[src/rtl/core/olid_pkg.sv]
`timescale 1ns / 1ps
`default_nettype none

package olid_pkg;

	localparam int DEPTH = 16;
	localparam int CNT_W = $clog2(DEPTH + 1);
	localparam int VAL_W = 32;

	typedef logic [1:0] cmd_t;
	localparam cmd_t CMD_INSERT   = 2'd0;
	localparam cmd_t CMD_DELETE   = 2'd1;
	localparam cmd_t CMD_TRAVERSE = 2'd2;
	localparam cmd_t CMD_NONE     = 2'd3;

	typedef logic [2:0] status_t;
	localparam status_t ST_INSERTED = 3'd0;
	localparam status_t ST_DELETED  = 3'd1;
	localparam status_t ST_NOTFOUND = 3'd2;
	localparam status_t ST_EMPTY    = 3'd3;
	localparam status_t ST_ENTRY    = 3'd4;
	localparam status_t ST_FULL     = 3'd5;

	typedef logic [1:0] op_t;
	localparam op_t OP_HOLD   = 2'd0;
	localparam op_t OP_INSERT = 2'd1;
	localparam op_t OP_ROTATE = 2'd2;
	localparam op_t OP_DROP   = 2'd3;

	typedef logic [1:0] sel_t;
	localparam sel_t SEL_VALUE = 2'd0;
	localparam sel_t SEL_HEAD  = 2'd1;
	localparam sel_t SEL_ZERO  = 2'd2;

	typedef struct packed {
		logic    load;
		op_t     op;
		logic    emit;
		sel_t    sel;
		status_t status;
		logic    last;
	} ctrl_t;

	typedef struct packed {
		logic [CNT_W-1:0] count;
		logic             full;
		logic             match;
	} stat_t;

endpackage

`default_nettype wire

[src/rtl/core/olid_dp.sv]
`timescale 1ns / 1ps
`default_nettype none

module olid_dp (
	input  wire                          clk,
	input  wire                          arst_n,
	input  wire signed [31:0]            value,
	input  olid_pkg::ctrl_t              ctrl,
	output olid_pkg::stat_t              stat,
	output logic                         valid,
	output logic signed [31:0]           item_value,
	output olid_pkg::status_t            status,
	output logic                         last
);
	import olid_pkg::*;

	logic [VAL_W-1:0] entries_q [DEPTH];
	logic [CNT_W-1:0] count_q;
	logic [CNT_W-1:0] last_idx;
	logic [VAL_W-1:0] value_q;
	logic [VAL_W-1:0] item_q;
	status_t          status_q;
	logic             last_q;
	logic             valid_q;

	assign last_idx    = count_q - CNT_W'(1);
	assign stat.count  = count_q;
	assign stat.full   = (count_q == CNT_W'(DEPTH));
	assign stat.match  = (entries_q[0] == value_q);

	always_ff @(posedge clk) begin
		if (ctrl.load) begin
			value_q <= value;
		end
		for (int j = 0; j < DEPTH; j++) begin
			case (ctrl.op)
				OP_INSERT: begin
					if (j == 0) begin
						entries_q[j] <= value_q;
					end else begin
						entries_q[j] <= entries_q[j-1];
					end
				end
				OP_ROTATE: begin
					if (CNT_W'(j) == last_idx) begin
						entries_q[j] <= entries_q[0];
					end else if (j < DEPTH - 1) begin
						entries_q[j] <= entries_q[(j+1) % DEPTH];
					end
				end
				OP_DROP: begin
					if (j < DEPTH - 1) begin
						entries_q[j] <= entries_q[(j+1) % DEPTH];
					end
				end
				default: begin
				end
			endcase
		end
		if (ctrl.emit) begin
			case (ctrl.sel)
				SEL_HEAD: item_q <= entries_q[0];
				SEL_ZERO: item_q <= '0;
				default:  item_q <= value_q;
			endcase
			status_q <= ctrl.status;
			last_q   <= ctrl.last;
		end
	end

	always_ff @(posedge clk or negedge arst_n) begin
		if (!arst_n) begin
			count_q <= '0;
			valid_q <= 1'b0;
		end else begin
			valid_q <= ctrl.emit;
			if (ctrl.op == OP_INSERT) begin
				count_q <= count_q + CNT_W'(1);
			end else if (ctrl.op == OP_DROP) begin
				count_q <= count_q - CNT_W'(1);
			end
		end
	end

	assign valid      = valid_q;
	assign item_value = item_q;
	assign status     = status_q;
	assign last       = last_q;

endmodule

`default_nettype wire

[src/rtl/core/olid_ctrl.sv]
`timescale 1ns / 1ps
`default_nettype none

module olid_ctrl (
	input  wire                clk,
	input  wire                arst_n,
	input  wire                start,
	input  wire [1:0]          cmd,
	input  olid_pkg::stat_t    stat,
	output logic               busy,
	output olid_pkg::ctrl_t    ctrl
);
	import olid_pkg::*;

	localparam logic S_IDLE = 1'b0;
	localparam logic S_RUN  = 1'b1;

	logic             state_q;
	cmd_t             cmd_q;
	logic [CNT_W-1:0] rem_q;
	logic             found_q;
	logic             accept;
	logic             done;
	logic             hit;

	assign accept = start && (state_q == S_IDLE);
	assign busy   = (state_q != S_IDLE);
	assign hit    = stat.match && !found_q;

	always_comb begin
		ctrl        = '0;
		ctrl.op     = OP_HOLD;
		ctrl.sel    = SEL_VALUE;
		ctrl.status = ST_EMPTY;
		ctrl.load   = accept;
		done        = 1'b0;
		unique case (state_q)
			S_IDLE: begin
			end
			S_RUN: begin
				unique case (cmd_q)
					CMD_INSERT: begin
						ctrl.emit   = 1'b1;
						ctrl.last   = 1'b1;
						ctrl.status = stat.full ? ST_FULL : ST_INSERTED;
						ctrl.op     = stat.full ? OP_HOLD : OP_INSERT;
						done        = 1'b1;
					end
					CMD_DELETE: begin
						if (rem_q == '0) begin
							ctrl.emit = 1'b1;
							ctrl.last = 1'b1;
							done      = 1'b1;
						end else begin
							ctrl.op = hit ? OP_DROP : OP_ROTATE;
							if (rem_q == CNT_W'(1)) begin
								ctrl.emit   = 1'b1;
								ctrl.last   = 1'b1;
								ctrl.status = (found_q || hit) ? ST_DELETED : ST_NOTFOUND;
								done        = 1'b1;
							end
						end
					end
					CMD_TRAVERSE: begin
						ctrl.emit = 1'b1;
						if (rem_q == '0) begin
							ctrl.sel  = SEL_ZERO;
							ctrl.last = 1'b1;
							done      = 1'b1;
						end else begin
							ctrl.op     = OP_ROTATE;
							ctrl.sel    = SEL_HEAD;
							ctrl.status = ST_ENTRY;
							ctrl.last   = (rem_q == CNT_W'(1));
							done        = (rem_q == CNT_W'(1));
						end
					end
					default: begin
						done = 1'b1;
					end
				endcase
			end
			default: begin
			end
		endcase
	end

	always_ff @(posedge clk or negedge arst_n) begin
		if (!arst_n) begin
			state_q <= S_IDLE;
			cmd_q   <= CMD_NONE;
			rem_q   <= '0;
			found_q <= 1'b0;
		end else if (accept) begin
			cmd_q   <= cmd;
			rem_q   <= stat.count;
			found_q <= 1'b0;
			state_q <= (cmd == CMD_NONE) ? S_IDLE : S_RUN;
		end else if (state_q == S_RUN) begin
			if (rem_q != '0) begin
				rem_q <= rem_q - CNT_W'(1);
			end
			found_q <= found_q || (ctrl.op == OP_DROP);
			if (done) begin
				state_q <= S_IDLE;
			end
		end
	end

endmodule

`default_nettype wire

[src/rtl/core/ordered_list_insert_delete.sv]
// Sequence: an accepted item is registered into the controller, which then steps its run state;
// each result it emits is registered in the datapath before it is shown on the outputs.
// An insert takes one run step; a delete or traverse takes one step per entry (one for an
// empty list), with one rotation step of the entry shift line per cycle; a new item is taken
// in the cycle its last result is shown. Results cannot be stalled by the receiver.
// Reset: arst_n clears the list to empty and drops busy and valid; entries are not cleared.
`timescale 1ns / 1ps
`default_nettype none

module ordered_list_insert_delete (
	input  wire                clk,
	input  wire                arst_n,
	input  wire                start,
	input  wire [1:0]          cmd,
	input  wire signed [31:0]  value,
	output logic               busy,
	output logic               valid,
	output logic signed [31:0] item_value,
	output logic [2:0]         status,
	output logic               last
);
	import olid_pkg::*;

	ctrl_t ctrl;
	stat_t stat;

	olid_ctrl u_ctrl (
		.clk    (clk),
		.arst_n (arst_n),
		.start  (start),
		.cmd    (cmd),
		.stat   (stat),
		.busy   (busy),
		.ctrl   (ctrl)
	);

	olid_dp u_dp (
		.clk        (clk),
		.arst_n     (arst_n),
		.value      (value),
		.ctrl       (ctrl),
		.stat       (stat),
		.valid      (valid),
		.item_value (item_value),
		.status     (status),
		.last       (last)
	);

	a_count_bound: assert property (@(posedge clk) disable iff (!arst_n)
		stat.count <= CNT_W'(DEPTH))
		else $error("entry count above depth");

	a_single_last: assert property (@(posedge clk) disable iff (!arst_n)
		valid && status != ST_ENTRY |-> last)
		else $error("single result without last");

	a_end_result: assert property (@(posedge clk) disable iff (!arst_n)
		$fell(busy) |-> valid && last)
		else $error("item ended without final result");

	a_mid_busy: assert property (@(posedge clk) disable iff (!arst_n)
		valid && !last |-> busy)
		else $error("intermediate result while idle");

endmodule

`default_nettype wire

[config.mk]
export PLATFORM = sky130hd
export DESIGN_NAME = ordered_list_insert_delete
export DESIGN_NICKNAME = d
export VERILOG_FILES = /design/src/rtl/core/olid_pkg.sv /design/src/rtl/core/olid_dp.sv /design/src/rtl/core/olid_ctrl.sv /design/src/rtl/core/ordered_list_insert_delete.sv
export SDC_FILE = /design/constraint.sdc
export NUM_CORES = 1
export LEC_CHECK = 0
export BUFFER_PORTS_ARGS = -buffer_cell sky130_fd_sc_hd__buf_2
export CAP_MARGIN = 10
export CELL_PAD_IN_SITES_DETAIL_PLACEMENT = 0
export CELL_PAD_IN_SITES_GLOBAL_PLACEMENT = 1
export CORE_UTILIZATION = 48
export DETAILED_ROUTE_END_ITERATION = 16
export PLACE_DENSITY = 0.77
export SLEW_MARGIN = 15
export SYNTH_ARGS = -nofsm -noshare
export SYNTH_HDL_FRONTEND = slang
export SYNTH_SLANG_ARGS = --single-unit
[constraint.sdc]
create_clock -name clk -period 24.5 [get_ports clk]
set_input_delay 1.225 -clock clk [delete_from_list [all_inputs] [get_ports clk]]
set_output_delay 1.225 -clock clk [all_outputs]
set_load 0.1 [all_outputs]
Yosys cells after proc, flatten, opt, wreduce, memory -nomap -nowiden
Memories as Yosys holds them, arrays and structs flattened.
Index checks and enable logic that the tools add are counted.

word-level totals
  register bits = 83
  output and inout bits = 38
  word-level logic and storage cells = 275
  input bits = 37
  memories = 1
  bits in writable memories = 512

cells by class
  eq/ne operators = 26
  mux-type cells = 175
  add/subtract/negate cells = 3
  reductions and logical operators = 13
  bitwise operators = 47

memory list
  memory          words  bits a word  read ports  clocked after memory_dff  write ports  line           source
  u_dp.entries_q  16     32           16          0                         16           olid_dp.sv:17  logic [VAL_W-1:0] entries_q [DEPTH];

operators with widths
  kind                 count
  $mux 32              46
  $mux 1               110
  $pmux 32 s2          1
  $or 1x1->1           46
  $eq 4x5->1 const A   8
  $eq 32x32->1         1
  $mux 5               5
  $eq 3x5->1 const A   4
  $pmux 4 s3           1
  $eq 2x2->1 const B   5
  $eq 2x5->1 const A   2
  $logic_not 5->1      2
  $mux 2               5
  $sub 5x1->5 const B  2
  $mux 3               3
  $mux 9               1
  $pmux 3 s3           1
  $eq 2x1->1 const B   3
  $reduce_bool 2->1    3
  $add 5x1->5 const B  1
  $eq 1x5->1 const A   1
  $eq 5x1->1 const B   1
  $eq 5x5->1 const B   1
  $reduce_bool 5->1    1
  other kinds (8)      10

Longest topological paths before layout
Gate-level depths: netlist (run 1).
An unclocked memory read counts as a cell.

  word-level depth = 15
  mapped depth = 12
  depth with buffers taken out = 8

Hierarchy
A second synthesis (run 1) with hierarchy kept.

second synthesis, totals
  cells, all modules = 2803
  area, all modules = 29333.1 um2

modules (own cells, without submodules)
  module     cells each  instances  area an instance (um2)  sequential area each (um2)
  olid_dp    2713        1          28587.4                 17566.8
  olid_ctrl  90          1          745.7                   227.7

Least setup slack after synthesis (run 1)
Ideal clock, no wire load.

  path type = register to register
  from = register u_ctrl.rem_q[0]
  to = memory u_dp.entries_q[3][4] (netlist: u_dp.entries_q[0][100]) (enable)
  required time = 21.273 ns
  path buffers = 4
  setup time = 3.227 ns
  path slack = 11.767 ns
  stages on the path, launching flop included = 10
  period minus slack after synthesis = 12.733 ns
  arrival time = 9.506 ns
  path through = dfrtp_1 > inv_1 > ha_1 > nor4b_4 > or3_1 > buf_2 > buf_2 > buf_2 > buf_1 > nand2_1

RTL lines
  element                 line              source
  from (decl)             olid_ctrl.sv:20   logic [CNT_W-1:0] rem_q;
  from (signal assigned)  olid_ctrl.sv:96   rem_q <= stat.count;
  from (signal assigned)  olid_ctrl.sv:101  rem_q <= rem_q - CNT_W'(1);
  to (decl)               olid_dp.sv:17

==> results_dict.tcl, run 1 <==
set metrics [dict create \
    status "finished, final reports clean" \
    vias 20482 \
    synth_cells 2133 \
    clock_latency_ns 0.64 \
    reg2reg_slack_ns 17.21 \
    fin_crit_sh 0.2975 \
    worst_pin_slew_ns 1.310 \
    synth_edf_count 580 \
    slew_headroom 0.1264 \
    grt_pass1_vias 19540 \
    ant_nets 0 \
    finClkSkew_ns 0.02827 \
    syn_area_um2 28560 \
    synth_cell_types 71 \
    track_usage 0.2933 \
    min_period_ns 7.289 \
    reg2reg_depth 9 \
    path_class "register to register" \
    max_freq_mhz 137.2 \
    reg2reg_from "u_dp.entries_q[0][25]" \
    row_count 89 \
    dp.cells 2808 \
    dp_hpwl_um 48970 \
    core_region_area_um2 58910 \
    critPathRequiredTime_ns 24.74 \
    r2r_end "u_dp.entries_q[0][204]" \
    dieHeight_um 245.9 \
    root_buffer "clkbuf_16" \
    ys_seq_elements 595 \
    report.final.slew_viol_count 0 \
    drive_gt1_frac 0.1401 \
    fp.dieW_um 245.9 \
    cts.reportedPaths.clkPinSlew_ns 0.07 \
    hold_viol_final 0 \
    area_growth_pct 11.30 \
    p_per_area_nw_per_um2 163.2 \
    drc_errors 0 \
    rsz0062_at_grt "no" \
    async_flop_share 0.02521 \
    initial_core_util 0.4848 \
    cts_hold_buf 0 \
    cts_setup_buffers 0 \
    clock_sinks 595 \
    nNetsFinal 2147 \
    critical_path_peak_fanout 151 \
    mostFrequentLayoutCell "edfxtp_1" \
    routed_wl_um 89740 \
    cts_buffer_depth 3 \
    antennaDiodeCount 0 \
    endpoint_kind "register" \
    fin_tns_setup_ns 0 \
    syn_nets 2182 \
    yosysSeqAreaShare 0.6231 \
    ir_drop_mv 0.09257 \
    leakage_uw 0.01128 \
    final_cell_mix "edfxtp_1 (580), a221o_1 (385), and3_1 (216)" \
    synth-main-ff-cell "edfxtp_1" \
    cts_buffers 61 \
    port_buffers 74 \
    drt_first_pass_iters 5 \
    cts_tree "done" \
    grt_max_degree 264 \
    nFillCells 4814 \
    grt_pass1_wl_um 130400 \
    h-tree-depth 2 \
    hold_path.class "input pin to async pin" \
    place.gp.congestion 0.8465 \
    arrival_ns 7.53 \
    grt_overflow 0 \
    fin_cells 2922 \
    setup.worst_path.start_class "register" \
    setup_viol 0 \
    syn_area_per_cell_um2 13.39 \
    drtIter0Drc 2835 \
    cts_resized 0 \
    wl_per_cell_um 30.71 \
    antenna_found_initial 2 \
    die_area_um2 60480 \
    synth_warnings 0 \
    maxCapViolCount 0 \
    ios 75 \
    via_per_inst 7.010 \
]
==> power breakdown <==
group	internal, uW	switching, uW	total [uW]	leakage (uW)
clock	577	411	988	0.00101
combinational	642	1260	1910	0.00468
sequential	1930	362	2290	0.00559
==> how the worst max path moves through the flow <==
stage	slack, ns	cells past startpoint	from	end
floorplan	11.77	9	u_ctrl.rem_q[0]	u_dp.entries_q[0][100]
global placement	17.43	9	u_dp.entries_q[0][25]	u_dp.entries_q[0][204]
detailed placement	17.28	9	u_dp.entries_q[0][25]	u_dp.entries_q[0][204]
CTS	17.27	9	u_dp.entries_q[0][25]	u_dp.entries_q[0][204]
global route	16.87	9	u_dp.entries_q[0][25]	u_dp.entries_q[1][122]
finish	17.21	9	u_dp.entries_q[0][25]	u_dp.entries_q[0][204]
==> cell families (layout without fill, tap and decap cells) <==
family | Yosys count | in the layout | share of synthesized area
AND/OR/NAND/NOR | 620 | 620 | 0.1104
buffers and inverters | 232 | 248 | 0.03479
flip-flops | 595 | 595 | 0.6231
AO/OA/AOI/OAI | 538 | 538 | 0.1763
adder cells (fa/ha/maj) | 12 | 12 | 0.005257
multiplexers | 97 | 97 | 0.03820
XOR/XNOR | 39 | 39 | 0.01196
==> cell type report <==
| class | instances | area [um2] | share of cell area |
|---|---|---|---|
| repair buffers | 125 | 778.2 | 0.02448 |
| flip-flops and latches | 595 | 17790 | 0.5598 |
| well taps | 773 | 967.2 | 0.03043 |
| inverters | 9 | 33.78 | 0.001063 |
| clock buffers | 74 | 1597 | 0.05023 |
| multi-input cells | 1306 | 10140 | 0.3189 |
| clock inverters | 40 | 479.2 | 0.01508 |
==> critical path: stages, from the launching register on <==
cell and delay, ns:
edfxtp_1 0.59, xor2_1 0.26, nor4_1 0.92, and4_1 0.53
a31oi_4 0.43, or2_2 0.55, nand2_4 0.79, buf_4 0.91
buf_12 0.67, buf_4 0.97
==> registers in the layout (all words and copies together) (netlist names) <==
register,cells
u_dp.valid,1
u_ctrl.found_q,1
u_ctrl.cmd_q,2
u_dp.value_q,32
u_dp.status,3
u_dp.entries_q,512
u_ctrl.rem_q,5
u_dp.count_q,5
u_dp.last,1
u_ctrl.busy,1
u_dp.item_value,32
==> cell usage after synthesis, types with 12 or more instances <==
library cell | number | area share
edfxtp_1 | 580 | 0.61
a221o_1 | 385 | 0.13
and3_1 | 216 | 0.047
nand2_1 | 178 | 0.023
clkbuf_1 | 162 | 0.021
nor2_1 | 137 | 0.018
o211ai_1 | 65 | 0.017
mux2_1 | 64 | 0.025
buf_2 | 47 | 0.0082
and2_1 | 42 | 0.0092
o21ai_0 | 38 | 0.0067
xor2_1 | 36 | 0.011
mux2_2 | 32 | 0.013
dfrtp_1 | 13 | 0.011
ha_1 | 12 | 0.0053
==> metrics by stage <==
step	hold slack (ns)	total power (uW)	worst slack (ns)	cell area, um2	util
floorplan	0.5179	3679	11.77	28560	-
global placement	0.5296	4103	17.43	29710	0.5044
detailed placement	0.5362	4170	17.28	29710	0.5044
CTS	0.4696	5156	17.27	31790	0.5396
global route	0.5139	5372	16.87	31790	0.5396
finish	0.4875	5187	17.21	31790	0.5396
==> per-layer routing <==
metal | share of wire | GRT usage
met3 | 0.11 | 0.05228
met4 | 0.047 | 0.1359
met1 | 0.40 | 0.4170
met5 | 0.00017 | 0
met2 | 0.45 | 0.4368
Power figures use the tool's default switching activity.
==> inputs of run 2 (changes only) <==
--- a/config.mk
+++ b/config.mk
@@ -9,9 +9,9 @@
 export CAP_MARGIN = 10
 export CELL_PAD_IN_SITES_DETAIL_PLACEMENT = 0
 export CELL_PAD_IN_SITES_GLOBAL_PLACEMENT = 1
-export CORE_UTILIZATION = 48
+export CORE_UTILIZATION = 47
 export DETAILED_ROUTE_END_ITERATION = 16
-export PLACE_DENSITY = 0.77
+export PLACE_DENSITY = 0.79
 export SLEW_MARGIN = 15
 export SYNTH_ARGS = -nofsm -noshare
 export SYNTH_HDL_FRONTEND = slang
==> constraint.sdc (replaced) <==
create_clock -name clk -period 5.9 [get_ports clk]
set_input_delay 0.295 -clock clk [delete_from_list [all_inputs] [get_ports clk]]
set_output_delay 0.295 -clock clk [all_outputs]
set_load 0.1 [all_outputs]
==> run 2 against run 1 <==
Net effect:
- flip-flop and latch count did not move
- utilization rose by 0.13 points
- non-clock buffer count rose by 42
- sequential power rose to 4.1 times the previous value
- critical path depth fell by 2
- cell area rose by 1.4%
- largest cell class unchanged
==> results_dict.tcl, run 2 (synthesized netlist as in run 1, its figures left out) <==
set metrics [dict create \
    reg2reg_depth 7 \
    max_freq_mhz 209.4 \
    worst_pin_slew_ns 1.223 \
    rsz0062_at_grt "no" \
    multiInputGateArea_um2 10150 \
    report.final.slew_viol_count 0 \
    routed_wl_um 88570 \
    final_cell_mix "edfxtp_1 (580), a221o_1 (385), and3_1 (215)" \
    p_comb_frac 0.373 \
    switchingPower_uw 8484 \
    drc_errors 0 \
    die_area_um2 61750 \
    crit_family "simple AND/OR/NAND/NOR gates" \
    drt_first_pass_iters 6 \
    ant_nets 0 \
    grt_max_degree 180 \
    path_class "register to register" \
    dp.cells 2815 \
    hold_path.class "input pin to async pin" \
    dieHeight_um 248.5 \
    hold_viol_final 0 \
    pre_cts_ws_ns 1.279 \
    grt_pass1_vias 20075 \
    cts_buffer_depth 3 \
    status "finished, final reports clean" \
    wl_per_cell_um 29.82 \
    fin_cells 2970 \
    grt_overflow 0 \
    fin_tns_setup_ns 0 \
    min_period_ns 4.775 \
    critical_path_peak_fanout 89 \
    maxCapViolCount 0 \
    cts_tree "done" \
    largest_reg_flops 512 \
    critPathRequiredTime_ns 6.14 \
    row_count 89 \
    clockPowerShare 0.184 \
    nNetsFinal 2194 \
    ios 75 \
    setup.worst_path.start_class "register" \
    cts_resized 0 \
    cts.reportedPaths.clkPinSlew_ns 0.06 \
    arrival_ns 5.02 \
    cts_buffers 66 \
    core_region_area_um2 59580 \
    utilization 0.5409 \
    fp.dieW_um 248.5 \
    critPathMaxStageDelay_ns 0.98 \
    slew_headroom 0.1847 \
    antenna_found_initial 2 \
    nFillCells 4810 \
    grt_pass1_wl_um 131900 \
    initial_core_util 0.4794 \
    dp_hpwl_um 47930 \
    setup_viol 0 \
    reg2reg_slack_ns 1.12 \
    ff_latch_area_um2 17790 \
    largest_register "u_dp.entries_q" \
    finClkSkew_ns 0.02874 \
    startpoint "u_dp.entries_q[0][7]" \
    setup_slack_ns 1.125 \
    endpoint "u_dp.entries_q[0][163]" \
    clock_latency_ns 0.62 \
    clock_sinks 595 \
    reg2reg_from "u_dp.entries_q[0][7]" \
    r2r_end "u_dp.entries_q[0][163]" \
    drive_gt1_frac 0.1375 \
    track_usage 0.2841 \
    fin_crit_sh 0.8093 \
    area_growth_pct 12.84 \
    endpoint_kind "register" \
    ir_drop_mv 0.3724 \
    pwr-share-seq 0.442 \
    switching_share 0.3951 \
    crit_buf_inv 1 \
    cp_cell_sequence "xor2_1 -> nor4_1 -> and4_1 -> a31oi_4 -> or2_2 -> nand2_8 -> buf_12" \
    hold-worst-slack_ns 0.1087 \
    root_buffer "clkbuf_16" \
    slowest_stage "nor4_1" \
    place.gp.congestion 0.8358 \
    mostFrequentLayoutCell "edfxtp_1" \
    p_per_area_nw_per_um2 666.4 \
    p_int_uw 12990 \
    cp.depth 7 \
    drtIter0Drc 2697 \
    vias 20716 \
    via_per_inst 6.975 \
    h-tree-depth 3 \
    port_buffers 74 \
    leakage_uw 0.01145 \
]
-- run 2: cell types whose count changed in the layout (fill, tap and decap cells not counted), moves of 2 or more --
cell and change:
buf_12 +8, bufinv_16 -9, clkbuf_1 +14, clkbuf_16 +6, clkinv_1 -2, clkinv_2 -7
dlygate4sd3_1 +35, inv_6 +3
-- run 2: layer usage --
metal | routed length, um | GRT usage | share of wire | vias to the layer above
met4 | 3866 | 0.1228 | 0.044 | 0
li1 | - | - | - | 8688
met5 | 0 | 0 | 0 | -
met3 | 9488 | 0.05653 | 0.11 | 248
met2 | 41120 | 0.4436 | 0.46 | 1394
met1 | 34100 | 0.3862 | 0.38 | 10386
-- run 2: timing repair --
item                                   4_1_cts  5_1_grt
setup buffers                                0        0
hold buffers                                35        0
endpoints found under the hold margin       49        0
-- run 2: area by class of cell --
cell class | instances | area share
well taps | 773 | 0.03001
flip-flops and latches | 595 | 0.5522
inverters | 9 | 0.001048
clock buffers | 94 | 0.05583
multi-input cells | 1306 | 0.3149
repair buffers | 167 | 0.03976
clock inverters | 25 | 0.006212
diodes | 1 | 0.00007765
-- run 2: metrics by stage --
stage	instance area [um2]	power (uW)
final	32230	21470
after global routing	32230	22290
after CTS	32220	21350
after detailed placement	29870	17350
after global placement	29870	17080
after floorplan	28570	14500
-- run 2: worst min-delay path by stage --
stage | start | endpoint | slack (ns) | depth (start not counted)
floorplan | arst_n | u_ctrl.busy | -0.0006 | 0
global placement | arst_n | u_dp.valid | 0.22 | 1
detailed placement | arst_n | u_dp.valid | 0.22 | 1
CTS | arst_n | u_ctrl.busy | 0.10 | 2
global route | arst_n | u_ctrl.busy | 0.14 | 2
finish | arst_n | u_ctrl.busy | 0.11 | 2
-- run 2: power by group through the flow --
stage          clock [uW]  combinational, uW  sequential, uW
2_1_floorplan           0               4990            9510
3_3_place_gp            0               7680            9400
3_5_place_dp            0               7910            9440
4_1_cts              4000               7930            9430
5_1_grt              4140               8440            9710
6_report             3950               8020            9500
